**src/rtl/core/pfm_pkg.sv**
```systemverilog
// ---------------------------------------------------------------------------
// pfm_pkg
// Shared types, codes and defaults of the packet flow meter.
// ---------------------------------------------------------------------------
`default_nettype none

package pfm_pkg;

    localparam int DEF_FLOW_ENTRIES  = 256;
    localparam int DEF_CAPTURE_LIMIT = 128;

    localparam logic [16:0] POS_MAX = 17'h1FFFF;

    localparam logic [1:0] ST_RECORDED  = 2'd0;
    localparam logic [1:0] ST_NOT_IPV4  = 2'd1;
    localparam logic [1:0] ST_BAD_HDR   = 2'd2;

    localparam logic [7:0]  PROTO_ICMP    = 8'd1;
    localparam logic [7:0]  PROTO_TCP     = 8'd6;
    localparam logic [7:0]  PROTO_UDP     = 8'd17;
    localparam logic [15:0] ETHERTYPE_IP4 = 16'h0800;

    typedef struct packed {
        logic [7:0]  frame_byte;
        logic        frame_end;
        logic [63:0] arrival_time;
    } in_item_t;

    typedef struct packed {
        logic [1:0]  status;
        logic [31:0] source_address;
        logic [31:0] destination_address;
        logic [15:0] source_port;
        logic [15:0] destination_port;
        logic [7:0]  protocol_number;
        logic [5:0]  tcp_flag_bits;
        logic [15:0] ip_total_length;
        logic [7:0]  captured_payload_length;
        logic        flow_is_new;
        logic [63:0] flow_packets;
        logic [63:0] flow_bytes;
    } out_item_t;

    typedef struct packed {
        logic [1:0]  status;
        logic [63:0] addresses;
        logic [15:0] source_port;
        logic [15:0] destination_port;
        logic [7:0]  protocol;
        logic [5:0]  flags;
        logic [15:0] total_length;
        logic [7:0]  payload_length;
    } parse_t;

    typedef struct packed {
        logic in_ready;
        logic scan_start;
        logic scan_run;
        logic slot_read;
        logic write_entry;
        logic emit_error;
    } ctrl_cmd_t;

    typedef struct packed {
        logic end_xfer;
        logic parse_ok;
        logic scan_last;
        logic out_free;
    } ctrl_stat_t;

endpackage

`default_nettype wire

```
**src/rtl/core/pfm_ctrl.sv**
```systemverilog
// ---------------------------------------------------------------------------
// pfm_ctrl
// Sequences byte intake, flow table scan, update and record emission.
// ---------------------------------------------------------------------------
`default_nettype none

module pfm_ctrl
    import pfm_pkg::*;
(
    input  wire logic       clk,
    input  wire logic       rst_n,
    input  wire ctrl_stat_t stat,
    output ctrl_cmd_t       cmd
);

    localparam logic [2:0] S_IDLE  = 3'd0;
    localparam logic [2:0] S_EVAL  = 3'd1;
    localparam logic [2:0] S_SCAN  = 3'd2;
    localparam logic [2:0] S_DRAIN = 3'd3;
    localparam logic [2:0] S_READ  = 3'd4;
    localparam logic [2:0] S_WRITE = 3'd5;

    logic [2:0] state_reg, state_next;

    always_comb
    begin
        cmd        = '0;
        state_next = state_reg;
        unique case (state_reg)
            S_IDLE:
            begin
                cmd.in_ready = 1'b1;
                if (stat.end_xfer)
                    state_next = S_EVAL;
            end
            S_EVAL:
            begin
                if (!stat.parse_ok)
                begin
                    if (stat.out_free)
                    begin
                        cmd.emit_error = 1'b1;
                        state_next     = S_IDLE;
                    end
                end
                else
                begin
                    cmd.scan_start = 1'b1;
                    state_next     = S_SCAN;
                end
            end
            S_SCAN:
            begin
                cmd.scan_run = 1'b1;
                if (stat.scan_last)
                    state_next = S_DRAIN;
            end
            S_DRAIN:
                state_next = S_READ;
            S_READ:
            begin
                cmd.slot_read = 1'b1;
                state_next    = S_WRITE;
            end
            S_WRITE:
            begin
                if (stat.out_free)
                begin
                    cmd.write_entry = 1'b1;
                    state_next      = S_IDLE;
                end
            end
            default:
                state_next = S_IDLE;
        endcase
    end

    always_ff @(posedge clk or negedge rst_n)
    begin
        if (!rst_n)
            state_reg <= S_IDLE;
        else
            state_reg <= state_next;
    end

endmodule

`default_nettype wire

```
**config.mk**
```make
export PLATFORM = sky130hd
export DESIGN_NAME = pfm_ctrl
export DESIGN_NICKNAME = d
export VERILOG_FILES = /design/src/rtl/core/pfm_pkg.sv /design/src/rtl/core/pfm_ctrl.sv
export SDC_FILE = /design/constraint.sdc
export NUM_CORES = 1
export LEC_CHECK = 0
export ABC_AREA = 1
export BUFFER_PORTS_ARGS = -buffer_cell sky130_fd_sc_hd__buf_2
export CORE_AREA = 2 2 39 41
export DETAILED_ROUTE_END_ITERATION = 10
export DIE_AREA = 0 0 41 43
export RECOVER_POWER = 25
export SLEW_MARGIN = 40
export SYNTH_ARGS = -nofsm -noshare
export SYNTH_HDL_FRONTEND = slang
export SYNTH_SLANG_ARGS = --single-unit
```
**constraint.sdc**
```tcl
create_clock -name clk -period 3.2 [get_ports clk]
set_clock_uncertainty 0.1 [all_clocks]
set_input_delay 0.32 -clock clk [delete_from_list [all_inputs] [get_ports clk]]
set_output_delay 0.32 -clock clk [all_outputs]
set_load 0.02 [all_outputs]
```
==> results of run 1 <==
## layout by cell type, fill, tap and decap left out
master	count
sky130_fd_sc_hd__clkbuf_1	2
sky130_fd_sc_hd__nand2_1	5
sky130_fd_sc_hd__nand2_2	1
sky130_fd_sc_hd__o21bai_1	1
sky130_fd_sc_hd__nand3b_1	1
sky130_fd_sc_hd__o31ai_1	1
sky130_fd_sc_hd__nor2_1	5
sky130_fd_sc_hd__a21oi_1	1
sky130_fd_sc_hd__dlygate4sd3_1	1
sky130_fd_sc_hd__inv_2	2
sky130_fd_sc_hd__buf_2	10
sky130_fd_sc_hd__dfrtp_1	3
sky130_fd_sc_hd__o21ai_0	1
sky130_fd_sc_hd__clkbuf_4	3
sky130_fd_sc_hd__nand3_1	2
sky130_fd_sc_hd__nor3_1	2
sky130_fd_sc_hd__nand4_1	2
sky130_fd_sc_hd__inv_1	5
## per-layer routing
layer / share of wire / vias to the layer above
met5: 0 / -
met4: 0 / 0
met3: 0.059 / 0
met2: 0.48 / 7
met1: 0.46 / 120
li1: - / 135
## cells in the mapped netlist
| master | count | share of area |
|---|---|---|
| sky130_fd_sc_hd__o21bai_1 | 1 | 0.036 |
| sky130_fd_sc_hd__inv_1 | 5 | 0.089 |
| sky130_fd_sc_hd__nand3_1 | 2 | 0.048 |
| sky130_fd_sc_hd__dfrtp_1 | 3 | 0.36 |
| sky130_fd_sc_hd__o21ai_0 | 1 | 0.024 |
| sky130_fd_sc_hd__nor2_1 | 5 | 0.089 |
| sky130_fd_sc_hd__nand2_2 | 1 | 0.030 |
| sky130_fd_sc_hd__nor3_1 | 2 | 0.048 |
| sky130_fd_sc_hd__nand3b_1 | 1 | 0.036 |
| sky130_fd_sc_hd__o31ai_1 | 1 | 0.036 |
| sky130_fd_sc_hd__inv_2 | 2 | 0.036 |
| sky130_fd_sc_hd__nand2_1 | 5 | 0.089 |
| sky130_fd_sc_hd__a21oi_1 | 1 | 0.024 |
| sky130_fd_sc_hd__nand4_1 | 2 | 0.060 |
## worst max-delay path, stage by stage, from the launching register on
cell and delay [ns]:
sky130_fd_sc_hd__dfrtp_1 0.43, sky130_fd_sc_hd__inv_2 0.13, sky130_fd_sc_hd__nand4_1 0.12, sky130_fd_sc_hd__nor2_1 0.10
sky130_fd_sc_hd__buf_2 0.17
## power by group through the flow
stage / Combinational [mW] / Sequential [mW] / Clock (mW)
2_1_floorplan: 0.102 / 0.0759 / 0
3_3_place_gp: 0.135 / 0.0832 / 0
3_5_place_dp: 0.137 / 0.0842 / 0
4_1_cts: 0.141 / 0.0840 / 0.0685
5_1_grt: 0.156 / 0.0893 / 0.0752
6_report: 0.139 / 0.0848 / 0.0661
## through the flow
stage,setup slack (ns),power [mW],cell area (µm²),instances
floorplan,1.75,0.178,210,32
global placement,1.84,0.218,285,59
detailed placement,1.83,0.221,285,59
CTS,1.58,0.294,322,64
global route,1.47,0.321,320,64
finish,1.59,0.289,320,64
## cell type report
cell class	instances	share of cell area
inverters	7	0.0820
flip-flops and latches	3	0.234
repair buffers	12	0.199
multi-input cells	22	0.340
well taps	16	0.0625
clock buffers	4	0.0820
## logic make-up after synthesis
family | synth area share
DFF | 0.357
AOI/OAI and AO/OA | 0.119
buffers and inverters | 0.125
and+or+nand+nor | 0.399
## worst max-delay path by stage
stage	startpoint	endpoint	cells after the start
final	state_reg[1]	cmd[0]	4
after global routing	state_reg[1]	cmd[1]	4
after CTS	state_reg[2]	cmd[3]	4
after detailed placement	state_reg[2]	cmd[3]	4
after global placement	state_reg[2]	cmd[3]	4
after floorplan	state_reg[1]	cmd[1]	3
==> flow_summary_export.csv, run 1 <==
group,metric,value,unit
cts,cts_inserted_buffers,3,
worst_setup_path,worst_r2r_path_depth,4,
cts,ctsHtreeMaxLevel,1,
global_routing,grt_pass1_vias,260,
min_path,hold_path_class,"input port to register",
place,port_buffers,11,
routing,final_wirelength,578,µm
worst_setup_path,rr_startpoint,"state_reg[2]",
synth,synthDistinctLibCells,14,
floorplan,io_pins,12,
global_routing,globalRouteMet1Util,0.113,
worst_setup_path,cp.arrival,1.19,ns
min_path,min_from,"stat[0]",
job,drv_cap,0,
finish,fillCellCount,171,
sta,timing.final.max_slew_violations,0,
worst_setup_path,crit-reg2reg-capture,"state_reg[0]",
sta,worst_hold_slack,0.252,ns
finish,seqCellArea,75.1,µm²
finish,area_delta_synth_final,52.4,%
worst_setup_path,worst_setup_path_start_kind,"register",
synth,syn_area_per_cell,6.57,µm²
global_routing,grt_pass1_wl,1040,µm
routing,routed_wire_length_per_instance,9.03,µm
pwr,power_switching_share,0.482,
worst_setup_path,r2r_slack,2.06,ns
floorplan,core.rowCount,14,
run_status,outcome,"finished clean",
sta,post-route-period-util,0.502,
pwr,netSwitchingPower,0.139,mW
worst_setup_path,timing.critical_path.required,2.78,ns
floorplan,floorplan.initialDensity,0.152,
place,hpwl,407,µm
synth,synthesis.yosys.warnings,0,
synth,number_of_nets_produced_by_synthesis,38,
sta,finalCriticalPeriod,1.61,ns
cts,clk_latency,0.23,ns
place,gp_congestion,0.770,
pwr,power_density,903,mW/mm²
routing,first_pass_iters,3,
min_path,timing.hold.worst_endpoint,"state_reg[0]",
pwr,combinationalPowerShare,0.479,
worst_setup_path,worstPathMaxFanout,6,
finish,drive_above_1_share,0.333,
global_routing,grt_util_met2,0.116,
cts,clkSlewWorstSetupHoldPaths,0.04,ns
global_routing,globalRouteTotalUtil,0.0904,
finish,final_net_count,55,
floorplan,die-width,41,µm
min_path,hold_path_depth,4,
routing,initialDrtViolationCount,10,
pwr,sequentialPowerShare,0.293,
global_routing,grt_antenna_before_repair,0,
worst_setup_path,timing.critical_path.to_type,"output port",
synth,synthCells,32,
worst_setup_path,worst-setup-path-type,"register to output port",
routing,drt-vias-per-instance,4.09,
sta,finalSetupTns,0,ns
sta,maxSlewHeadroom,0.826,
routing,drc,0,
cts,number_of_buffers_inserted_by_post_cts_setup_repair,0,
floorplan,fp.coreArea,0.00138,mm²
cts,cts_tree,"built",
pwr,power.static_leakage,0.182,nW
global_routing,grt_start_max_net_pins,8,
synth,syn-cell-area,210,µm²
cts,clockBufferDepth,2,
pwr,ir_drop,0.233,mV
pwr,p_int,0.150,mW
floorplan,floorplan.die_area,0.00176,mm²
finish,antenna-diode-count,0,
cts,clock-root-buffer,"sky130_fd_sc_hd__clkbuf_4",
finish,final_core_util,0.231,
cts,clkSinkCount,3,
sta,rsz0062_at_grt,"no",
routing,postRouteAntennaNets,0,
cts,hold_buffer_count_at_cts,1,
global_routing,grt-ovfl-total,0,
synth,yosysSeqAreaShare,0.357,
finish,multi_input_area,109,µm²
sta,timing_hold_violations_final,0,
floorplan,die_height,43,µm
global_routing,globalRoute.busiestLayer,"met2",
cts,post_cts_resized,0,
routing,num_vias,262,
synth,ys_ff_latch,3,
sta,worst-slew-pin-transition,0.261,ns
sta,fmax,0.623,GHz
finish,largest_register_ff_count,3,
sta,setup_viol_count_final,0,
pwr,power_frac_clock,0.228,
global_routing,met3_routing_resource_usage_after_global_routing,0.0314,
No activity file was read; power rests on OpenSTA's default activity.
==> inputs of run 2 (changes only) <==
Clock period 3.2 ns to 1.6 ns, I/O delays scaled along.
==> run 2 against run 1 <==
  * Register-to-register slack worse by 1.6 ns
  * Setup slack worse by 1.4 ns
  * Critical path type unchanged
  * Largest cell class unchanged
  * Combinational power is 95% higher
  * Worst hold slack worse by 0.17 ns
  * Highest routed layer is now met4
  * Via count is 4.6% lower
  * Clock power is 110% higher
  * First-iteration DRC count is 10% lower
  * Count of clock-buffer cells in the layout stayed put
==> flow_summary_export.csv, run 2 (synthesis gave the netlist of run 1 again) <==
group,metric,value,unit
finish,leading_cell_type_in_the_layout_fill_and_taps_excluded,"sky130_fd_sc_hd__buf_2",
sta,finalSetupTns,0,ns
worst_setup_path,worst_setup_path_start_kind,"register",
routing,postRouteAntennaNets,0,
cts,clk_latency,0.24,ns
pwr,ir_drop,0.484,mV
global_routing,grt-ovfl-total,0,
floorplan,core.rowCount,14,
finish,area_delta_synth_final,52.4,%
floorplan,io_pins,12,
sta,rsz0062_at_grt,"no",
run_status,outcome,"finished clean",
sta,timing.final.max_slew_violations,0,
worst_setup_path,timing.critical_path.required,1.34,ns
worst_setup_path,r2r_slack,0.50,ns
routing,drt-vias-per-instance,3.91,
place,postPlaceCellArea,285,µm²
global_routing,grt_start_max_net_pins,8,
finish,final_design_area_no_fill,320,µm²
global_routing,grt_pass1_wl,779,µm
floorplan,fp.coreArea,0.00138,mm²
worst_setup_path,worst_r2r_path_depth,4,
min_path,hold_path_class,"input port to register",
sta,timing_hold_violations_final,0,
worst_setup_path,slowest_stage,"sky130_fd_sc_hd__dfrtp_1",
worst_setup_path,timing.critical_path.to_type,"output port",
finish,drive_above_1_share,0.333,
cts,cts_tree,"built",
worst_setup_path,worst-setup-path-type,"register to output port",
pwr,power.static_leakage,0.182,nW
worst_setup_path,cp.arrival,1.19,ns
worst_setup_path,rr_startpoint,"state_reg[2]",
sta,post-route-period-util,0.907,
routing,final_wirelength,522,µm
place,dp_cells,59,
worst_setup_path,timing.critical_path.slowest_cell_delay,0.43,ns
cts,cts_inserted_buffers,3,
sta,fmax,0.689,GHz
floorplan,floorplan.die_area,0.00176,mm²
sta,maxSlewHeadroom,0.841,
cts,clockBufferDepth,2,
finish,antenna-diode-count,0,
global_routing,globalRouteTotalUtil,0.0725,
finish,final_cell_mix,"sky130_fd_sc_hd__buf_2 (10), sky130_fd_sc_hd__nor2_1 (5), sky130_fd_sc_hd__nand2_1 (5), sky130_fd_sc_hd__inv_1 (5)",
worst_setup_path,crit-reg2reg-capture,"state_reg[0]",
min_path,hold_path_depth,4,
place,port_buffers,11,
global_routing,grt_antenna_before_repair,0,
cts,number_of_buffers_inserted_by_post_cts_setup_repair,0,
worst_setup_path,cp_buf_inv_count,2,
cts,clock-root-buffer,"sky130_fd_sc_hd__clkbuf_4",
worst_setup_path,worst_path_dominant_cell_family,"flip-flops",
place,gp_congestion,0.765,
worst_setup_path,critical_path.cell_chain,"inv_2 -> nand4_1 -> nor2_1 -> buf_2",
sta,setup_viol_count_final,0,
min_path,min_from,"stat[0]",
finish,finish.cell_count_without_fillers,64,
floorplan,die-width,41,µm
worst_setup_path,worstPathMaxFanout,6,
pwr,power_density,1790,mW/mm²
cts,post_cts_resized,0,
cts,clkSinkCount,3,
routing,drc,0,
cts,hold_buffer_count_at_cts,1,
routing,first_pass_iters,3,
sta,finalCriticalPeriod,1.45,ns
sta,worst_hold_slack,0.0869,ns
cts,clkSlewWorstSetupHoldPaths,0.04,ns
floorplan,die_height,43,µm
floorplan,floorplan.initialDensity,0.152,
routing,initialDrtViolationCount,9,
min_path,timing.hold.worst_endpoint,"state_reg[0]",
cts,ctsHtreeMaxLevel,1,
finish,largest_register_ff_count,3,
finish,final_net_count,55,
sta,worst-slew-pin-transition,0.239,ns
routing,num_vias,250,
global_routing,grt_pass1_vias,205,
place,hpwl,391,µm
routing,routed_wire_length_per_instance,8.16,µm
job,drv_cap,0,
-- run 2: cell counts in the layout (fill, tap and decap cells not counted) --
Identical to the previous run, type by type.
-- run 2: worst reg2reg max path: cells and delay by family, from the launching register on --
family	cells	cell delay, ns
simple gates	4	0.44
flops	1	0.44
-- run 2: per-stage QoR --
step	total power, mW	setup slack [ns]	utilization
3_3_place_gp	0.436	0.415	0.206
5_1_grt	0.624	0.0738	0.231
4_1_cts	0.580	0.152	0.232
6_report	0.572	0.148	0.231
3_5_place_dp	0.437	0.409	0.206
2_1_floorplan	0.355	0.308	-
-- run 2: layer usage --
layer  GRT usage  vias up  part of all wire
li1            -      135                 -
met1      0.0877      104              0.45
met2      0.0844        9              0.45
met3      0.0157        2             0.071
met4       0.100        0             0.029
met5           0        -                 0
-- run 2: worst max-delay path by stage --
stage	from	end	slack (ns)	cells after the start
3_5_place_dp	state_reg[1]	cmd[0]	0.41	4
2_1_floorplan	state_reg[1]	cmd[1]	0.31	3
6_report	state_reg[1]	cmd[0]	0.15	4
5_1_grt	state_reg[1]	cmd[0]	0.07	4
4_1_cts	state_reg[1]	cmd[0]	0.15	4
3_3_place_gp	state_reg[1]	cmd[0]	0.42	4
-- run 2: final cells by class --
| class | instances | area (µm²) |
|---|---|---|
| well taps | 16 | 20.0 |
| repair buffers | 12 | 63.8 |
| clock buffers | 4 | 26.3 |
| multi-input cells | 22 | 109 |
| inverters | 7 | 26.3 |
| flip-flops and latches | 3 | 75.1 |
| fillers | 152 | 1060 |
-- run 2: where the power goes --
part           leakage, nW  internal [mW]  switching, mW  total (mW)
clock               0.0150         0.0937         0.0424       0.136
sequential          0.0382          0.108         0.0576       0.165
combinational        0.129         0.0990          0.172       0.271
