[src/rtl/core/pfm_pkg.sv]
// ---------------------------------------------------------------------------
// pfm_pkg
// Shared types, codes and defaults of the packet flow meter.
// ---------------------------------------------------------------------------
`default_nettype none

package pfm_pkg;

    localparam int DEF_FLOW_ENTRIES  = 256;
    localparam int DEF_CAPTURE_LIMIT = 128;

    localparam logic [16:0] POS_MAX = 17'h1FFFF;

    localparam logic [1:0] ST_RECORDED  = 2'd0;
    localparam logic [1:0] ST_NOT_IPV4  = 2'd1;
    localparam logic [1:0] ST_BAD_HDR   = 2'd2;

    localparam logic [7:0]  PROTO_ICMP    = 8'd1;
    localparam logic [7:0]  PROTO_TCP     = 8'd6;
    localparam logic [7:0]  PROTO_UDP     = 8'd17;
    localparam logic [15:0] ETHERTYPE_IP4 = 16'h0800;

    typedef struct packed {
        logic [7:0]  frame_byte;
        logic        frame_end;
        logic [63:0] arrival_time;
    } in_item_t;

    typedef struct packed {
        logic [1:0]  status;
        logic [31:0] source_address;
        logic [31:0] destination_address;
        logic [15:0] source_port;
        logic [15:0] destination_port;
        logic [7:0]  protocol_number;
        logic [5:0]  tcp_flag_bits;
        logic [15:0] ip_total_length;
        logic [7:0]  captured_payload_length;
        logic        flow_is_new;
        logic [63:0] flow_packets;
        logic [63:0] flow_bytes;
    } out_item_t;

    typedef struct packed {
        logic [1:0]  status;
        logic [63:0] addresses;
        logic [15:0] source_port;
        logic [15:0] destination_port;
        logic [7:0]  protocol;
        logic [5:0]  flags;
        logic [15:0] total_length;
        logic [7:0]  payload_length;
    } parse_t;

    typedef struct packed {
        logic in_ready;
        logic scan_start;
        logic scan_run;
        logic slot_read;
        logic write_entry;
        logic emit_error;
    } ctrl_cmd_t;

    typedef struct packed {
        logic end_xfer;
        logic parse_ok;
        logic scan_last;
        logic out_free;
    } ctrl_stat_t;

endpackage

`default_nettype wire

[src/rtl/core/pfm_parser.sv]
// ---------------------------------------------------------------------------
// pfm_parser
// Captures header fields byte by byte and checks the frame at its end.
// ---------------------------------------------------------------------------
`default_nettype none

module pfm_parser
    import pfm_pkg::*;
#(
    parameter int CAPTURE_LIMIT = DEF_CAPTURE_LIMIT
) (
    input  wire logic     clk,
    input  wire logic     rst_n,
    input  wire logic     xfer,
    input  wire in_item_t item,
    output parse_t        result
);

    logic [16:0] pos_reg;
    logic [15:0] eth_reg, eth_next;
    logic [3:0]  ihl_reg, ihl_next;
    logic [15:0] tot_reg, tot_next;
    logic [7:0]  proto_reg, proto_next;
    logic [63:0] addr_reg, addr_next;
    logic [31:0] ports_reg, ports_next;
    logic [15:0] udp_reg, udp_next;
    logic [3:0]  doff_reg, doff_next;
    logic [5:0]  flags_reg, flags_next;

    logic [17:0] f_len_reg;
    logic [15:0] f_eth_reg;
    logic [3:0]  f_ihl_reg;
    logic [15:0] f_tot_reg;
    logic [7:0]  f_proto_reg;
    logic [63:0] f_addr_reg;
    logic [31:0] f_ports_reg;
    logic [15:0] f_udp_reg;
    logic [3:0]  f_doff_reg;
    logic [5:0]  f_flags_reg;

    logic [16:0] tstart;
    logic [16:0] off;
    logic [7:0]  b;

    always_comb
    begin
        b          = item.frame_byte;
        eth_next   = eth_reg;
        ihl_next   = ihl_reg;
        tot_next   = tot_reg;
        proto_next = proto_reg;
        addr_next  = addr_reg;
        ports_next = ports_reg;
        udp_next   = udp_reg;
        doff_next  = doff_reg;
        flags_next = flags_reg;
        tstart     = 17'd14 + {11'd0, ihl_reg, 2'b00};
        off        = pos_reg - tstart;
        priority if (pos_reg == 17'd12)
            eth_next = {b, 8'd0};
        else if (pos_reg == 17'd13)
            eth_next = {eth_reg[15:8], b};
        else if (pos_reg == 17'd14)
            ihl_next = b[3:0];
        else if (pos_reg == 17'd16)
            tot_next = {b, 8'd0};
        else if (pos_reg == 17'd17)
            tot_next = {tot_reg[15:8], b};
        else if (pos_reg == 17'd23)
            proto_next = b;
        else if (pos_reg >= 17'd26 && pos_reg <= 17'd33)
            addr_next = {addr_reg[55:0], b};
        if (ihl_reg >= 4'd5 && pos_reg >= 17'd34 && pos_reg >= tstart)
        begin
            priority if (off <= 17'd3)
                ports_next = {ports_reg[23:0], b};
            else if (off == 17'd4)
                udp_next = {b, 8'd0};
            else if (off == 17'd5)
                udp_next = {udp_reg[15:8], b};
            else if (off == 17'd12)
                doff_next = b[7:4];
            else if (off == 17'd13)
                flags_next = b[5:0];
        end
    end

    always_ff @(posedge clk or negedge rst_n)
    begin
        if (!rst_n)
        begin
            pos_reg   <= '0;
            eth_reg   <= '0;
            ihl_reg   <= '0;
            tot_reg   <= '0;
            proto_reg <= '0;
            addr_reg  <= '0;
            ports_reg <= '0;
            udp_reg   <= '0;
            doff_reg  <= '0;
            flags_reg <= '0;
        end
        else if (xfer)
        begin
            if (item.frame_end)
            begin
                pos_reg   <= '0;
                eth_reg   <= '0;
                ihl_reg   <= '0;
                tot_reg   <= '0;
                proto_reg <= '0;
                addr_reg  <= '0;
                ports_reg <= '0;
                udp_reg   <= '0;
                doff_reg  <= '0;
                flags_reg <= '0;
            end
            else
            begin
                if (pos_reg != POS_MAX)
                    pos_reg <= pos_reg + 17'd1;
                eth_reg   <= eth_next;
                ihl_reg   <= ihl_next;
                tot_reg   <= tot_next;
                proto_reg <= proto_next;
                addr_reg  <= addr_next;
                ports_reg <= ports_next;
                udp_reg   <= udp_next;
                doff_reg  <= doff_next;
                flags_reg <= flags_next;
            end
        end
    end

    always_ff @(posedge clk)
    begin
        if (xfer && item.frame_end)
        begin
            f_len_reg   <= {1'b0, pos_reg} + 18'd1;
            f_eth_reg   <= eth_next;
            f_ihl_reg   <= ihl_next;
            f_tot_reg   <= tot_next;
            f_proto_reg <= proto_next;
            f_addr_reg  <= addr_next;
            f_ports_reg <= ports_next;
            f_udp_reg   <= udp_next;
            f_doff_reg  <= doff_next;
            f_flags_reg <= flags_next;
        end
    end

    logic [17:0] t18;
    logic [6:0]  poff;
    logic [15:0] p;
    logic [15:0] pclip;
    logic [17:0] pend;
    logic        has_payload;

    always_comb
    begin
        result         = '0;
        t18            = 18'd14 + {12'd0, f_ihl_reg, 2'b00};
        poff           = '0;
        p              = '0;
        has_payload    = 1'b0;
        result.status  = ST_RECORDED;
        if (f_len_reg < 18'd14 || f_eth_reg != ETHERTYPE_IP4)
            result.status = ST_NOT_IPV4;
        else if (f_len_reg < 18'd34 || f_ihl_reg < 4'd5 || t18 > f_len_reg)
            result.status = ST_BAD_HDR;
        else if (f_proto_reg == PROTO_TCP)
        begin
            if (t18 + 18'd20 > f_len_reg)
                result.status = ST_BAD_HDR;
            poff        = {1'b0, f_ihl_reg, 2'b00} + {1'b0, f_doff_reg, 2'b00};
            p           = f_tot_reg - {9'd0, poff};
            has_payload = 1'b1;
        end
        else if (f_proto_reg == PROTO_UDP)
        begin
            if (t18 + 18'd8 > f_len_reg)
                result.status = ST_BAD_HDR;
            poff        = {1'b0, f_ihl_reg, 2'b00} + 7'd8;
            p           = f_udp_reg - 16'd8;
            has_payload = 1'b1;
        end
        else if (f_proto_reg == PROTO_ICMP)
        begin
            if (t18 + 18'd8 > f_len_reg)
                result.status = ST_BAD_HDR;
        end
        else
            result.status = ST_BAD_HDR;

        pclip = (p > 16'(CAPTURE_LIMIT)) ? 16'(CAPTURE_LIMIT) : p;
        pend  = 18'd14 + {11'd0, poff} + {2'b00, pclip};

        if (result.status == ST_RECORDED)
        begin
            result.addresses    = f_addr_reg;
            result.protocol     = f_proto_reg;
            result.total_length = f_tot_reg;
            if (f_proto_reg != PROTO_ICMP)
            begin
                result.source_port      = f_ports_reg[31:16];
                result.destination_port = f_ports_reg[15:0];
            end
            if (f_proto_reg == PROTO_TCP)
                result.flags = f_flags_reg;
            if (has_payload && pend <= f_len_reg)
                result.payload_length = pclip[7:0];
        end
    end

endmodule

`default_nettype wire

[config.mk]
export PLATFORM = sky130hd
export DESIGN_NAME = pfm_parser
export DESIGN_NICKNAME = d
export VERILOG_FILES = /design/src/rtl/core/pfm_pkg.sv /design/src/rtl/core/pfm_parser.sv
export SDC_FILE = /design/constraint.sdc
export NUM_CORES = 1
export LEC_CHECK = 0
export BUFFER_PORTS_ARGS = -buffer_cell sky130_fd_sc_hd__buf_2
export CAP_MARGIN = 30
export CORE_UTILIZATION = 30
export CTS_BUF_LIST = sky130_fd_sc_hd__clkbuf_2
export DETAILED_ROUTE_END_ITERATION = 10
export PLACE_DENSITY_LB_ADDON = 0.12
export SLEW_MARGIN = 30
export SYNTH_ARGS = -nofsm -noshare
export SYNTH_HDL_FRONTEND = slang
export SYNTH_SLANG_ARGS = --single-unit
[constraint.sdc]
create_clock -name clk -period 17 [get_ports clk]
set_input_delay 3.4 -clock clk [delete_from_list [all_inputs] [get_ports clk]]
set_output_delay 3.4 -clock clk [all_outputs]
set_load 0.1 [all_outputs]
==> results.txt, run 1 <==
----------------------------------------------------
[Timing]
  Worst slew margin relative to its limit ... 44.9%
  Final critical delay including setup and external delays ... 12.15 ns
  Setup TNS Final ... 0 ns
  Fmax ... 0.0823 GHz
  Final Skew ... 0.0974 ns
  Fin worst setup slack ... 4.85 ns
  Share of the cycle needed by the critical path after routing ... 71.5%
  Transition time at the pin with the least slew margin ... 0.819 ns
  Final setup violation count ... 0
  Number of endpoints with negative hold slack in the final report ... 0
  Final slew viol count ... 0
  Setup repair after global routing missed its margin ... no

[Placement]
  Detailed-placement wirelength estimate ... 34.4 mm
  Number of input and output port buffers inserted ... 143
  Global placer's final weighted congestion ... 0.852
  Instance area at placement ... 0.0205 mm²
  Pre-CTS setup slack ... 5.47 ns
  Number of cells after detailed placement ... 2593

[Floorplanning]
  Initial cell density of the core ... 30.5%
  Full die area ... 0.0640 mm²
  Area of the core ... 0.0619 mm²
  Die boundary height ... 253 µm
  Overall die width ... 253 µm
  # rows ... 91
  Ports placed on the boundary ... 212

[Routing]
  Detail Route Antenna Nets ... 0
  Average wire per standard cell ... 18.9 µm
  Number of vias after detailed routing ... 13700
  Average vias per placed instance ... 4.92
  Detailed-route wire length ... 52.9 mm
  Router iterations before antenna repair ... 5
  Initial detailed-routing violation count ... 810
  Post-detailed-route DRC marker count ... 0

[Clock tree]
  Number of CTS-inserted buffers ... 102
  CTS tree ... built
  Hold Buf Count CTS ... 0
  Clock Tree Buf Depth ... 3
  Root Driver ... sky130_fd_sc_hd__clkbuf_2
  Gates resized, CTS repair ... 0
  Clk Latency, worst-skew pair ... 1.11 ns
  Clock slew at reported path FFs ... 0.09 ns
  H-tree level count ... 3
  Count of buffers added by post-CTS timing repair for setup ... 0
  Number of clock sinks ... 367

[Global routing]
  Met1 global-route usage ... 22.2%
  Wire length of the first global-routing pass ... 82.2 mm
  Number of antenna violations at the first check in global routing ... 2
  Gr usage total ... 16.6%
  Largest net degree at the start of global routing ... 81
  Met3 capacity usage during global routing ... 3.55%
  Residual overflow from global routing ... 0
  Via count of the first global-routing pass ... 13900
  GRT busiest layer ... met2
  Met2 Usage GRT ... 26.8%

[Logic synthesis]
  Fraction of registers with async set/reset ... 49.9%
  Average instance area after synthesis ... 11.1 µm²
  Total of flip-flops plus latches after synthesis ... 367
  Sequential-to-total area share from yosys stat ... 53.4%
  Top FF cell, synth ... sky130_fd_sc_hd__edfxtp_1
  Area of the mapped netlist ... 0.0189 mm²
  Post-synthesis instance total ... 1697
  Cell variety after synth ... 76
  Yosys warning count ... 0
  EDFF count, synth ... 184

[Power]
  Total power consumption of the routed design ... 1.79 mW
  Worst VDD drop ... 0.0353 mV
  Lkg Pwr ... 9.94 nW
  Power per Cell Area ... 83.0 mW/mm²

[Worst setup path]
  Critical Path End Type ... output port
  Worst endpoint data arrival time ... 8.75 ns
  Kind of critical path ... flop to output port
  Data required time at the worst endpoint ... 13.60 ns
  Critical path launch point type ... flop
  Biggest fanout along the worst timing path ... 11

[Layout]
  Final std cell area, no fill ... 0.0215 mm²
  Fraction of final layout cells sized beyond drive strength 1 ... 23.0%
  Most common library cell in the layout ignoring fill and taps ... sky130_fd_sc_hd__nand2_1
  Final net count ... 2015
  Final standard cell count with taps included and fillers excluded ... 2790
  Area Overhead vs Synth ... 13.9%
  Top library cells by usage in the layout, fill and taps aside ... sky130_fd_sc_hd__nand2_1, sky130_fd_sc_hd__edfxtp_1, sky130_fd_sc_hd__dfrtp_1

[Min path]
  Worst min-delay path class ... flop to flop

[Outcome]
  Outcome ... finished, final reports clean

[Flow run]
  Max-capacitance violation count ... 0

----------------------------------------------------
## metrics by stage
stage | hold WS [ns] | util [%]
floorplan | 0.447 | -
global placement | 0.464 | 33.0
detailed placement | 0.469 | 33.0
CTS | 0.493 | 34.7
global route | 0.522 | 34.8
finish | 0.487 | 34.8
## area by class of cell
class | count | area [µm²]
diodes | 1 | 2.50
clock buffers | 157 | 786
clock inverters | 36 | 243
fillers | 6427 | 40400
inverters | 55 | 206
multi-input cells | 1171 | 8230
flip-flops and latches | 367 | 10100
well taps | 837 | 1050
repair buffers | 166 | 927
## cells by family after synthesis
| kind of cell | count (synthesis) | synth area share, % |
|---|---|---|
| AOI/OAI and AO/OA | 333 | 13.6 |
| xor gates and xnor gates | 40 | 1.85 |
| adders and majority gates | 76 | 5.19 |
| buffers and inverters | 170 | 3.69 |
| DFF | 367 | 53.4 |
| muxes | 101 | 5.91 |
| other | 1 | 0.0198 |
| and+or+nand+nor | 609 | 16.3 |
## critical path, cell delays in order, from the launching register on
cell and delay (ns):
sky130_fd_sc_hd__edfxtp_1 0.52, sky130_fd_sc_hd__ha_1 0.29, sky130_fd_sc_hd__fa_1 0.52, sky130_fd_sc_hd__fa_1 0.44, sky130_fd_sc_hd__nand2b_1 0.18, sky130_fd_sc_hd__a21oi_1 0.36, sky130_fd_sc_hd__nor3_1 0.12, sky130_fd_sc_hd__xor2_1 0.17
sky130_fd_sc_hd__o41ai_2 0.61, sky130_fd_sc_hd__o211ai_1 0.49, sky130_fd_sc_hd__or2_2 0.43, sky130_fd_sc_hd__ha_1 0.32, sky130_fd_sc_hd__inv_1 0.05, sky130_fd_sc_hd__ha_1 0.27, sky130_fd_sc_hd__a21o_1 0.18, sky130_fd_sc_hd__a21oi_1 0.22
sky130_fd_sc_hd__o21bai_1 0.09, sky130_fd_sc_hd__a21oi_1 0.18, sky130_fd_sc_hd__xnor2_1 0.15, sky130_fd_sc_hd__ha_1 0.27, sky130_fd_sc_hd__a21o_1 0.18, sky130_fd_sc_hd__a21o_1 0.17, sky130_fd_sc_hd__a21oi_1 0.13, sky130_fd_sc_hd__or2_2 0.11
sky130_fd_sc_hd__a41oi_1 0.24, sky130_fd_sc_hd__nand2b_1 0.28, sky130_fd_sc_hd__nor3b_1 0.25, sky130_fd_sc_hd__buf_2 0.48
## final timing paths
kind                                    from        endpoint  slack (ns)  cells after the start
min in group asynchronous              rst_n     pos_reg[13]        2.30                      1
worst max register to register    ihl_reg[0]  f_flags_reg[5]       12.76                     10
worst min register to register  addr_reg[63]    addr_reg[63]        0.49                      1
worst max-delay path            f_ihl_reg[0]       result[1]        4.85                     27
max in group asynchronous              rst_n      eth_reg[3]       13.13                      3
worst min-delay path            addr_reg[63]    addr_reg[63]        0.49                      1
## where the power goes
part           switching, mW  total, mW  internal, mW  leakage (nW)
logic                 0.0887      0.127        0.0384          4.73
clock network          0.400      0.685         0.285         0.774
registers             0.0187      0.977         0.958          4.44
## synthesized netlist by cell type, drive strengths merged, types with 26 or more instances
cell type / n / area [µm²]
a21oi: 39 / 195
a22o: 144 / 1260
and2: 122 / 763
clkbuf: 91 / 343
dfrtp: 183 / 4580
edfxtp: 184 / 5530
ha: 72 / 901
inv: 54 / 203
mux2: 85 / 957
nand2: 243 / 912
nand3: 52 / 260
nor2: 64 / 240
o21ai: 34 / 170
xnor2: 26 / 228
## routing by layer
layer / vias up / routed length, µm
li1: 6587 / -
met1: 6758 / 24200
met2: 306 / 25300
met3: 67 / 2540
met4: 2 / 833
met5: - / 17
No activity file was read; power rests on OpenSTA's default activity.
==> run 2, diff against run 1 <==
- ABC_AREA: default -> 1
- clock period: 17 -> 10.8 ns (I/O delays scaled with it)
==> run 2 against run 1 <==
Clock skew rose by 0.0033 ns. Clock power rose by 49%. Non-clock buffer count is 4 lower. First-iteration DRC count is 10% higher. Critical endpoint is now result[5].
==> results.txt, run 2 <==
----------------------------------------------------
[Layout]
  Final net count ... 2795
  Fraction of final layout cells sized beyond drive strength 1 ... 15.6%
  Final std cell area, no fill ... 0.0229 mm²
  Most common library cell in the layout ignoring fill and taps ... sky130_fd_sc_hd__inv_1
  Filler cells ... 7182
  Top library cells by usage in the layout, fill and taps aside ... sky130_fd_sc_hd__inv_1, sky130_fd_sc_hd__nand2_1, sky130_fd_sc_hd__nor2_1
  Area Overhead vs Synth ... 12.7%
  Final standard cell count with taps included and fillers excluded ... 3604

[Worst setup path]
  Biggest fanout along the worst timing path ... 8
  Kind of critical path ... flop to output port
  Stage delay of the slowest cell on the critical path ... 0.53 ns
  Logic depth of the worst path, buffers included ... 34
  Crit path buf inv count ... 2
  Cell family with most CP delay ... simple AND/OR/NAND/NOR gates
  Most numerous cell on the critical path ... sky130_fd_sc_hd__nand2_1
  Worst Reg-to-Reg Cells ... 23
  Worst endpoint data arrival time ... 7.85 ns
  Minimum setup slack among reg-to-reg paths ... 6.80 ns
  Data required time at the worst endpoint ... 8.64 ns
  Cell with the largest stage delay on the worst path ... sky130_fd_sc_hd__edfxtp_1
  Critical Path End Type ... output port
  Critical path launch point type ... flop

[Placement]
  Number of input and output port buffers inserted ... 143
  Detailed-placement wirelength estimate ... 38.3 mm
  Number of cells after detailed placement ... 3412
  Global placer's final weighted congestion ... 0.850
  Pre-CTS setup slack ... 1.69 ns
  Instance area at placement ... 0.0219 mm²

[Min path]
  Count of cells along the worst hold path ... 2
  Worst min-delay path class ... flop to flop

[Routing]
  Detail Route Antenna Nets ... 0
  Detail Route met3 WL ... 2.26 mm
  Average wire per standard cell ... 15.9 µm
  Post-detailed-route DRC marker count ... 0
  Met2 wire len ... 26.0 mm
  Router iterations before antenna repair ... 7
  Highest routed metal layer ... met4
  Average vias per placed instance ... 4.59
  Initial detailed-routing violation count ... 891
  Number of vias after detailed routing ... 16600
  Detailed-route wire length ... 57.3 mm
  Routed metal-1 wirelength ... 27.8 mm

[Timing]
  Setup repair after global routing missed its margin ... no
  Fmax ... 0.0999 GHz
  Setup TNS Final ... 0 ns
  Share of the cycle needed by the critical path after routing ... 92.6%
  Worst slew margin relative to its limit ... 36.7%
  Final setup violation count ... 0
  Transition time at the pin with the least slew margin ... 0.949 ns
  Fin worst setup slack ... 0.794 ns
  Final Skew ... 0.101 ns
  Number of endpoints with negative hold slack in the final report ... 0
  Final critical delay including setup and external delays ... 10.01 ns
  Final slew viol count ... 0

[Floorplanning]
  Initial cell density of the core ... 30.3%
  Full die area ... 0.0688 mm²
  Ports placed on the boundary ... 212
  Overall die width ... 262 µm
  Die boundary height ... 262 µm
  # rows ... 95
  Area of the core ... 0.0670 mm²

[Global routing]
  Largest net degree at the start of global routing ... 91
  Wire length of the first global-routing pass ... 91.3 mm
  Number of antenna violations at the first check in global routing ... 2
  Via count of the first global-routing pass ... 16500
  Gr usage total ... 16.8%
  Residual overflow from global routing ... 0

[Logic synthesis]
  Dominant combinational cell family by area after synthesis ... simple AND/OR/NAND/NOR gates
  Portion of synthesized cell area occupied by the leading cell type ... 27.2%
  Multiplexer fraction of the synthesized cell area ... 0%
  EDFF count, synth ... 184
  Top FF cell, synth ... sky130_fd_sc_hd__edfxtp_1
  Compound-cell area share of the yosys netlist ... 11.7%
  Post-synthesis instance total ... 2463
  Yosys warning count ... 0
  Post-Synth XOR/XNOR Area ... 0.949%
  Simple-gate portion of the synthesized area ... 20.4%
  Fraction of registers with async set/reset ... 49.9%
  Commonest cells post-synth ... sky130_fd_sc_hd__inv_1, sky130_fd_sc_hd__nand2_1, sky130_fd_sc_hd__nor2_1
  Average instance area after synthesis ... 8.25 µm²
  Most common cell in the netlist ... sky130_fd_sc_hd__inv_1
  Area share of fa/ha/maj cells after synthesis ... 4.89%
  Total of flip-flops plus latches after synthesis ... 367
  Area of the mapped netlist ... 0.0203 mm²
  Cell types occupying the most area after synthesis ... sky130_fd_sc_hd__edfxtp_1, sky130_fd_sc_hd__dfrtp_1, sky130_fd_sc_hd__inv_1, sky130_fd_sc_hd__nand2_1, sky130_fd_sc_hd__ha_1
  Cell variety after synth ... 49
  Leading area contributor after synthesis ... sky130_fd_sc_hd__edfxtp_1
  Sequential-to-total area share from yosys stat ... 49.7%

[Power]
  Worst VDD drop ... 0.0675 mV
  Power per Cell Area ... 117 mW/mm²
  Total power consumption of the routed design ... 2.68 mW
  Lkg Pwr ... 12.4 nW

[Outcome]
  Outcome ... finished, final reports clean

[Clock tree]
  H-tree level count ... 3
  Root Driver ... sky130_fd_sc_hd__clkbuf_2
  Clock Tree Buf Depth ... 3
  Number of clock sinks ... 367
  Number of CTS-inserted buffers ... 100
  CTS tree ... built
  Hold Buf Count CTS ... 0
  Clock slew at reported path FFs ... 0.09 ns
  Clk Latency, worst-skew pair ... 1.09 ns

[Flow run]
  Max-capacitance violation count ... 0

----------------------------------------------------
## run 2: cell count changes after synthesis, sizes merged, moves of 22 or more
cell / previous run / this run
xnor2: 26 / 4
nand3: 52 / 101
nand4: 14 / 43
inv: 54 / 544
nor3b: 7 / 32
nor2: 64 / 219
and2: 122 / 8
nand2: 243 / 502
a22o: 144 / 0
o22ai: 2 / 115
mux2: 85 / 0
o21ai: 34 / 204
## run 2: cell families after synthesis
family          count (synthesis)
simple gates                  954
buf+inv                       643
compound gates                399
xor+xnor                       22
fa+ha+maj                      77
other cells                     1
flops                         367
## run 2: worst reg2reg max path: stages (launching register included)
cell,delay [ns]
sky130_fd_sc_hd__dfrtp_1,0.44
sky130_fd_sc_hd__inv_1,0.10
sky130_fd_sc_hd__ha_1,0.22
sky130_fd_sc_hd__inv_1,0.07
sky130_fd_sc_hd__nand3_1,0.09
sky130_fd_sc_hd__ha_1,0.35
sky130_fd_sc_hd__nand2_1,0.13
sky130_fd_sc_hd__clkinv_1,0.12
sky130_fd_sc_hd__nand2_1,0.10
sky130_fd_sc_hd__inv_1,0.05
sky130_fd_sc_hd__nand2_2,0.09
sky130_fd_sc_hd__nand2_1,0.10
sky130_fd_sc_hd__nand2_1,0.10
sky130_fd_sc_hd__nand3_1,0.08
sky130_fd_sc_hd__nor2_1,0.11
sky130_fd_sc_hd__nand3_1,0.13
sky130_fd_sc_hd__nor2_4,0.20
sky130_fd_sc_hd__nand2_2,0.13
sky130_fd_sc_hd__nor2_8,0.10
sky130_fd_sc_hd__buf_4,0.69
sky130_fd_sc_hd__nand2_1,0.24
sky130_fd_sc_hd__o21ai_2,0.15
sky130_fd_sc_hd__nand2_1,0.07
sky130_fd_sc_hd__o21ai_1,0.10
## run 2: final cells by class
class / instances / area, µm² / area share [%]
clock inverters: 23 / 104 / 0.454
diodes: 2 / 5.00 / 0.0219
repair buffers: 162 / 906 / 3.96
inverters: 547 / 2060 / 8.99
flip-flops and latches: 367 / 10100 / 44.1
clock buffers: 166 / 831 / 3.63
well taps: 873 / 1090 / 4.77
multi-input cells: 1464 / 7800 / 34.1
## run 2: worst paths after layout
path / start / end
max: f_ihl_reg[0] / result[5]
min: flags_reg[4] / flags_reg[4]
max reg2reg: ihl_reg[0] / ports_reg[26]
min reg2reg: flags_reg[4] / flags_reg[4]
max in group asynchronous: rst_n / ports_reg[0]
min in group asynchronous: rst_n / ports_reg[29]
## run 2: timing repair
action	4_1_cts	5_1_grt
setup buffers	0	0
endpoints found under the setup margin	0	4
gates resized for setup	0	4
## run 2: metal layers
layer / up-vias / track usage (%)
li1: 8349 / -
met1: 7815 / 22.9
met2: 307 / 26.6
met3: 83 / 3.11
met4: 0 / 5.61
met5: - / 0
## run 2: report_power, final
group	internal, mW	switching (mW)	leakage (nW)
sequential	1.49	0.0120	4.34
combinational	0.0358	0.126	7.28
clock	0.405	0.616	0.742
## run 2: through the flow
stage,hold slack (ns),utilization (%)
3_5_place_dp,0.465,32.7
3_3_place_gp,0.462,32.7
2_1_floorplan,0.449,-
5_1_grt,0.511,34.2
4_1_cts,0.490,34.1
6_report,0.486,34.2
